$ cat src/design/rz_field_map_bilinear_interp_core_defines.svh
// ----------------------------------------------------------------------------
// rz field map core assertion macros
// shared property wrappers for the field map lookup design
// ----------------------------------------------------------------------------
`ifndef RZ_FIELD_MAP_BILINEAR_INTERP_CORE_DEFINES_SVH
`define RZ_FIELD_MAP_BILINEAR_INTERP_CORE_DEFINES_SVH

// same-cycle implication under active-low reset
`define RZFM_ASSERT_NOW(lbl, clk, rstn, pre, post, msg) \
  lbl: assert property (@(posedge clk) disable iff (!rstn) (pre) |-> (post)) else $error(msg);

// next-cycle implication under active-low reset
`define RZFM_ASSERT_NEXT(lbl, clk, rstn, pre, post, msg) \
  lbl: assert property (@(posedge clk) disable iff (!rstn) (pre) |=> (post)) else $error(msg);

`endif

$ cat src/design/rzfm_ram.sv
// ----------------------------------------------------------------------------
// rzfm_ram
// generic single-write, single-read ram with registered read data
// ----------------------------------------------------------------------------
module rzfm_ram #(
  parameter int WIDTH = 32,
  parameter int DEPTH = 2,
  localparam int AW = (DEPTH > 1) ? $clog2(DEPTH) : 1
) (
  input  logic             clk_i,
  input  logic             we_i,
  input  logic [AW-1:0]    waddr_i,
  input  logic [WIDTH-1:0] wdata_i,
  input  logic             re_i,
  input  logic [AW-1:0]    raddr_i,
  output logic [WIDTH-1:0] rdata_o
);
  logic [WIDTH-1:0] mem_q [DEPTH];
  logic [WIDTH-1:0] rdata_q;

  always_ff @(posedge clk_i) begin
    if (we_i) begin
      mem_q[waddr_i] <= wdata_i;
    end
  end

  always_ff @(posedge clk_i) begin
    if (re_i) begin
      rdata_q <= mem_q[raddr_i];
    end
  end

  assign rdata_o = rdata_q;
endmodule

$ cat config.mk
export PLATFORM = sky130hd
export DESIGN_NAME = rzfm_ram
export DESIGN_NICKNAME = d
export VERILOG_FILES = /design/src/design/rz_field_map_bilinear_interp_core_defines.svh /design/src/design/rzfm_ram.sv
export SDC_FILE = /design/constraint.sdc
export NUM_CORES = 1
export LEC_CHECK = 0
export BUFFER_PORTS_ARGS = -buffer_cell sky130_fd_sc_hd__buf_2
export CORE_MARGIN = 1
export CORE_UTILIZATION = 55
export DETAILED_ROUTE_END_ITERATION = 16
export GPL_TIMING_DRIVEN = 0
export PLACE_DENSITY = 0.8
export RECOVER_POWER = 50
export SLEW_MARGIN = 10
export SYNTH_ARGS = -nofsm -noshare
export SYNTH_HDL_FRONTEND = slang
export SYNTH_SLANG_ARGS = --single-unit
$ cat constraint.sdc
create_clock -name clk_i -period 5 [get_ports clk_i]
set_clock_uncertainty 0.1 [all_clocks]
set_input_delay 0 -clock clk_i [delete_from_list [all_inputs] [get_ports clk_i]]
set_output_delay 0 -clock clk_i [all_outputs]
set_load 0.05 [all_outputs]
==> results by group, run 1 <==
Outcome
  • Status: finished, violations left
  • Failing checks: max-capacitance violations, max-slew violations

Detailed routing
  • DR vias: ~1600
  • Via/cell ratio: around 4.8
  • Post-Route WL: between 4000 and 5000 microns
  • Routed Antenna Nets: 0
  • DR WL/cell: around 15 microns
  • Drt pass-1 iters: 4
  • DR iter-0 viols: a little under 90
  • DRC violations left: 0

Layout
  • Fraction of layout instances using a drive strength above 1: 0.345
  • Number of inserted diodes: 0
  • Synth-to-layout area growth: 27.5%
  • Core Util, Final: 0.732
  • Final cell count without fillers: ~330
  • Final #Nets: between 200 and 300

Setup path
  • Crit end category: flop
  • CP Class: primary input to flop
  • Worst Path Required: 4.87 ns
  • Critical Path Fanout Max: 32
  • CP Data Arrival Time: 1.34 ns
  • Worst r2r path cells: 1
  • Startpoint Class: primary input

Power
  • Power, Total: approximately 1.6 mW
  • Clock power share: 0.291
  • Switching Fraction: 0.229
  • PwrDens: around 370 nW/um^2
  • Leak: between 1.5 and 2 nW
  • Sw power: about 0.37 mW
  • Comb pwr share: 0.117
  • Internal power: about 1.3 mW
  • Worst VDD drop: 0.219 mV
  • Register share of total power: 0.592

Die
  • Starting Density: 0.574
  • Die width: 81.1 microns
  • Die footprint: 6570 sq um
  • Core area: roughly 6000 sq um
  • # rows: 28
  • DIE HEIGHT: ~81 microns
  • # IOs: 69

Timing
  • Fin crit period: around 1.5 ns
  • Setup TNS: 0 ns
  • RSZ-0062 raised after global routing: false
  • Final Hold Vio Count: 0
  • Least-Margin Pin Slew: between 1.5 and 2 ns
  • Final worst path period share: 0.294
  • Setup Viol. Count Final: 0
  • Final Max Slew Viols: 33
  • F_max: slightly below 700 MHz
  • Slew headroom: -0.134

Clock network
  • Reg clk slew, reported paths: 0.09 ns
  • CTS Buffer Depth: 2
  • # H-tree levels: 3
  • Later-pin clock latency in the skew report: between 0.3 and 0.4 ns
  • Clock root buffer: clkbuf_8
  • CTS buffer count: 9
  • Cts repair resizes: 0
  • TritonCTS clock tree: yes
  • Clock Sinks: 96

Synthesis
  • Synth Area in Compound Gates: 0
  • Post-Synth Simple-Gate Area: 0.00364
  • Register area share after synthesis: 0.838
  • Synth Area in XOR/XNOR: 0
  • Syn_area_per_cell: between 20 and 30 sq um
  • Largest family of logic cells by synthesized area: multiplexers
  • Post-synthesis cell type count: 7
  • Register bit total from synthesis: 96
  • Synth Area in Adders: 0
  • Syn nets: 171
  • Synthesized cell area: approximately 3400 sq um
  • Mux cell area share after synthesis: 0.138
  • Post-Synthesis Cells: about 130
  • Ys Warns: 0

Global routing
  • Initial antenna violation count: 0
  • GRT overflow: 0
  • Number of global-route vias before repair: ~1600
  • Largest net degree at the start of global routing: 33
  • First-pass GRT wire length: ~7400 microns
  • Total track usage: 0.162

Min path
  • HP Class: primary input to flop
  • Hold depth: 2

Run
  • Number of max-cap violations: 1

Placement
  • DP HPWL: slightly below 3000 microns
  • IO buf count: 67
  • RD Place Congestion: 0.622
  • Placed Cells: ~280
cell families (layout without fill, tap and decap cells):
| group | count (synthesis) | in the layout |
|---|---|---|
| AND/OR/NAND/NOR | 2 | 2 |
| buffers and inverters | 4 | 122 |
| flip-flops | 96 | 96 |
| multiplexers | 32 | 32 |
power by group through the flow:
| stage | Combinational (mW) | Sequential, mW | Clock (mW) |
|---|---|---|---|
| 2_1_floorplan | 0.0560 | 1.05 | 0 |
| 3_5_place_dp | 0.175 | 0.983 | 0 |
| 6_report | 0.190 | 0.964 | 0.473 |
| 3_3_place_gp | 0.169 | 0.980 | 0 |
| 4_1_cts | 0.196 | 0.964 | 0.482 |
| 5_1_grt | 0.200 | 0.970 | 0.512 |
cell usage after synthesis:
cell,n,area share
and2_1,1,0.0018
nor2b_1,1,0.0018
mux2_2,2,0.0065
mux2_4,30,0.13
buf_12,3,0.017
buf_6,1,0.0033
edfxtp_1,96,0.84
final timing paths:
check,startpoint,endpoint,slack [ns]
worst min register to register,mem_q[0][17]$_DFFE_PP_,rdata_o[17]$_DFFE_PP_,0.45
worst max register to register,mem_q[0][9]$_DFFE_PP_,rdata_o[9]$_DFFE_PP_,3.98
worst max-delay path,waddr_i,mem_q[1][13]$_DFFE_PP_,3.53
worst min-delay path,we_i,mem_q[0][24]$_DFFE_PP_,0.04
stage by stage:
| stage | hold WS (ns) | cell area, sq um | setup slack, ns |
|---|---|---|---|
| 2_1_floorplan | -0.00113 | 3440 | 3.02 |
| 3_3_place_gp | 0.0883 | 3870 | 2.18 |
| 3_5_place_dp | 0.0907 | 3910 | 3.70 |
| 4_1_cts | 0.0315 | 4430 | 3.54 |
| 5_1_grt | 0.0401 | 4390 | 3.47 |
| 6_report | 0.0425 | 4390 | 3.53 |
layer usage:
layer,GRT usage,routed length [microns],part of all wire
met2,0.268,2570,0.52
met4,0.0839,106,0.022
met3,0.0494,215,0.044
met5,0,0,0
met1,0.192,2000,0.41
registers in the layout (all words and copies together) (netlist names):
| signal | flops |
|---|---|
| mem_q | 64 |
| rdata_o | 32 |
cells in the final DEF, fill, tap and decap left out:
cell | netlist | final
mux2_2 | 2 | 2
nor2b_4 | 0 | 1
buf_12 | 3 | 3
edfxtp_1 | 96 | 96
clkinv_1 | 0 | 1
clkbuf_1 | 0 | 34
clkinvlp_4 | 0 | 1
buf_2 | 0 | 35
clkbuf_8 | 0 | 9
bufinv_16 | 0 | 1
buf_16 | 0 | 1
mux2_4 | 30 | 30
clkinv_4 | 0 | 1
and2_2 | 0 | 1
dlygate4sd3_1 | 0 | 34
clkinv_2 | 0 | 2
critical path, cell delays in order:
cell and delay (ns):
dlygate4sd3_1 0.53, buf_2 0.13, and2_2 0.67
timing repair:
action | 4_1_cts | 5_1_grt
hold endpoints to repair | 80 | 0
buffers inserted | 0 | 0
hold buffers | 34 | 0
cell type report:
| cell class | count | area [sq um] |
|---|---|---|
| Buffer | 4 | 63.8 |
| Timing Repair Buffer | 102 | 663 |
| Clock buffer | 10 | 128 |
| Fill cell | 389 | 1610 |
| Sequential cell | 96 | 2880 |
| Clock inverter | 6 | 60.1 |
| Multi-Input combinational cell | 34 | 494 |
| Tap cell | 75 | 93.8 |
Power figures use the tool's default switching activity.
==> run 2, diff against run 1 <==
--- a/config.mk
+++ b/config.mk
@@ -5,12 +5,13 @@
 export SDC_FILE = /design/constraint.sdc
 export NUM_CORES = 1
 export LEC_CHECK = 0
+export ABC_AREA = 1
 export BUFFER_PORTS_ARGS = -buffer_cell sky130_fd_sc_hd__buf_2
 export CORE_MARGIN = 1
-export CORE_UTILIZATION = 55
+export CORE_UTILIZATION = 48
 export DETAILED_ROUTE_END_ITERATION = 16
 export GPL_TIMING_DRIVEN = 0
-export PLACE_DENSITY = 0.8
+export PLACE_DENSITY = 0.74
 export RECOVER_POWER = 50
 export SLEW_MARGIN = 10
 export SYNTH_ARGS = -nofsm -noshare
==> constraint.sdc (replaced) <==
create_clock -name clk_i -period 1.35 [get_ports clk_i]
set_clock_uncertainty 0.1 [all_clocks]
set_input_delay 0 -clock clk_i [delete_from_list [all_inputs] [get_ports clk_i]]
set_output_delay 0 -clock clk_i [all_outputs]
set_load 0.05 [all_outputs]
==> results by group, run 2 <==
Clock network
  • CTS buffer count: 9 (unchanged)
  • Setup bufs post-CTS: 0 (unchanged)
  • Clock Sinks: 96 (unchanged)
  • Cts repair resizes: 0 (unchanged)
  • Clock root buffer: clkbuf_8 (unchanged)
  • CTS Hold Buffers Added: 33 (was 34)
  • # H-tree levels: 3 (unchanged)
  • Reg clk slew, reported paths: 0.09 ns (about the same)
  • Later-pin clock latency in the skew report: 0.34 ns (about the same)
  • TritonCTS clock tree: yes (unchanged)
  • CTS Buffer Depth: 2 (unchanged)

Min path
  • HP Class: primary input to flop (unchanged)
  • Hold depth: 2 (unchanged)

Die
  • Core area: 6790 sq um (was 5990 sq um)
  • DIE HEIGHT: 86.0 microns (was 81.1 microns)
  • # rows: 30 (was 28)
  • Starting Density: 0.499 (was 0.574)
  • # IOs: 69 (unchanged)
  • Die footprint: 7400 sq um (was 6570 sq um)
  • Die width: 86.0 microns (was 81.1 microns)

Layout
  • Commonest cells after routing, fill and taps aside: 96 x edfxtp_1, 87 x nand2_1, 50 x buf_2 (was 96 x edfxtp_1, 35 x buf_2, 34 x clkbuf_1, 34 x dlygate4sd3_1, 30 x mux2_4)
  • Most common cell after layout, fill and taps aside: edfxtp_1 (unchanged)
  • Final #Nets: 352 (was 284)
  • Fill cell count: 487 (was 389)
  • Fraction of layout instances using a drive strength above 1: 0.269 (was 0.345)
  • Top reg by flops: mem_q (unchanged)
  • Synth-to-layout area growth: 28.4% (was 27.5%)
  • Max reg flops: 64 (unchanged)
  • Number of inserted diodes: 0 (unchanged)
  • Post-Layout Inst Area: 4350 sq um (was 4390 sq um)
  • Core Util, Final: 0.641 (was 0.732)

Detailed routing
  • Via/cell ratio: 4.49 (was 4.76)
  • Routed Antenna Nets: 0 (unchanged)
  • DRC violations left: 0 (unchanged)
  • DR iter-0 viols: 134 (was 87)
  • DR vias: 1867 (was 1555)
  • Drt pass-1 iters: 4 (unchanged)
  • Post-Route WL: 5560 microns (was 4890 microns)
  • DR WL/cell: 13.4 microns (was 15.0 microns)

Synthesis
  • Post-synthesis cell type count: 9 (was 7)
  • Synthesized cell area: 3390 sq um (was 3440 sq um)
  • Syn nets: 241 (was 171)
  • Ys Warns: 0 (unchanged)
  • Top cell type's share of synthesized area: 0.850 (was 0.838)
  • Leading area contributor after synthesis: edfxtp_1 (unchanged)
  • Syn_area_per_cell: 16.6 sq um (was 25.7 sq um)
  • Synth area leaders: edfxtp_1 85%, nand2_1 9.6%, nand2_2 1.8% (was edfxtp_1 84%, mux2_4 13%, buf_12 1.7%)
  • Asr flop ratio synth: 0 (unchanged)
  • Most frequent cells after synthesis: 96 x edfxtp_1, 87 x nand2_1, 10 x nand2_2, 3 x buf_6, 3 x clkbuf_8 (was 96 x edfxtp_1, 30 x mux2_4, 3 x buf_12, 2 x mux2_2)
  • Count leader, synth: edfxtp_1 (unchanged)
  • Post-synth EDFFs: 96 (unchanged)
  • Register bit total from synthesis: 96 (unchanged)
  • Post-Synthesis Cells: 204 (was 134)
  • Ys flop type: edfxtp_1 (unchanged)
  • Register area share after synthesis: 0.850 (was 0.838)

Timing
  • Final worst slack: 0.268 ns (was 3.53 ns)
  • Final worst path period share: 0.801
  • Fin crit period: 1.08 ns
  • Setup TNS: 0 ns (unchanged)
  • Final Max Slew Viols: 0 (was 33)
  • RSZ-0062 raised after global routing: false (unchanged)
  • Final Hold Vio Count: 0 (unchanged)
  • Setup Viol. Count Final: 0 (unchanged)
  • Least-Margin Pin Slew: 0.935 ns (was 1.70 ns)
  • Slew headroom: 0.375 (was -0.134)
  • F_max: around 900 MHz

Placement
  • IO buf count: 67 (unchanged)
  • Placed Area: 3850 sq um (was 3910 sq um)
  • Pre-CTS setup slack: -0.326 ns (was 3.70 ns)
  • DP HPWL: 3000 microns (was 2970 microns)
  • RD Place Congestion: 0.638 (was 0.622)

Run
  • Number of max-cap violations: 0 (was 1)

Global routing
  • Largest net degree at the start of global routing: 33 (unchanged)
  • Initial antenna violation count: 0 (unchanged)
  • First-pass GRT wire length: 8470 microns (was 7370 microns)
  • GRT overflow: 0 (unchanged)
  • Total track usage: 0.162 (about the same)
  • Number of global-route vias before repair: 1854 (was 1580)

Setup path
  • Startpoint Class: flop (was primary input)
  • CP max stage cell: edfxtp_1 (was and2_2)
  • CP Depth: 1 (was 3)
  • Worst Path Required: 1.25 ns (was 4.87 ns)
  • Max stage delay on crit path: 0.41 ns (was 0.67 ns)
  • CP top delay family: flip-flops (was simple AND/OR/NAND/NOR gates)
  • Worst r2r path cells: 2 (was 1)
  • Crit end category: primary output (was flop)
  • CP Cell Sequence: buf_2 (was dlygate4sd3_1 > buf_2 > and2_2)
  • CP Class: flop to primary output (was primary input to flop)
  • CP Data Arrival Time: 0.98 ns (was 1.34 ns)
  • Critical Path Fanout Max: 1 (was 32)
  • WP buf/inv: 1 (was 2)

Power
  • Power, Total: 6.00 mW (was 1.63 mW)
  • PwrDens: 1380 nW/um^2 (was 371 nW/um^2)
  • Worst VDD drop: 0.735 mV (was 0.219 mV)
  • Leak: 1.73 nW (was 1.63 nW)

Outcome
  • Status: finished, final reports clean (was finished, violations left)
## run 2: cell count changes after synthesis, sizes merged
cell    delta
inv        +3
mux2      -32
and2       -1
clkbuf     +3
nor2       +1
nor2b      -1
nand2     +97
## run 2: worst paths after layout
check,start,endpoint,slack [ns]
hold / removal,waddr_i,mem_q[0][9]$_DFFE_PP_,0.13
setup / recovery,rdata_o[27]$_DFFE_PP_,rdata_o[27],0.27
hold reg to reg,mem_q[0][18]$_DFFE_PP_,rdata_o[18]$_DFFE_PP_,0.41
setup reg to reg,mem_q[1][19]$_DFFE_PP_,rdata_o[19]$_DFFE_PP_,0.46
## run 2: per-stage QoR
| step | hold slack (ns) | instances |
|---|---|---|
| 2_1_floorplan | -0.00113 | 204 |
| 3_3_place_gp | 0.0869 | 367 |
| 3_5_place_dp | 0.0907 | 367 |
| 4_1_cts | 0.0337 | 416 |
| 5_1_grt | 0.140 | 416 |
| 6_report | 0.133 | 416 |
## run 2: where the power goes
group,internal [mW],switching [mW]
Clock,0.848,0.927
Combinational,0.205,0.451
Sequential,3.52,0.0536
## run 2: metal layers
| metal | routed length (microns) | vias to the layer above | global-route usage |
|---|---|---|---|
| met2 | 3000 | 55 | 0.296 |
| li1 | - | 927 | - |
| met4 | 74 | 0 | 0.0909 |
| met1 | 2270 | 879 | 0.174 |
| met5 | 0 | - | 0 |
| met3 | 218 | 6 | 0.0356 |
## run 2: layout make-up
type,instances,area (sq um),share of cell area
flip-flops and latches,96,2880,0.662
repair buffers,100,647,0.149
multi-input cells,98,400,0.0920
clock buffers,10,128,0.0293
well taps,96,120,0.0276
plain buffers,7,95.1,0.0219
clock inverters,6,60.1,0.0138
inverters,3,18.8,0.00431
## run 2: cell families after synthesis
group	after synthesis	synth area share
AND/OR/NAND/NOR	98	0.116
flip-flops	96	0.850
buffers and inverters	10	0.0336
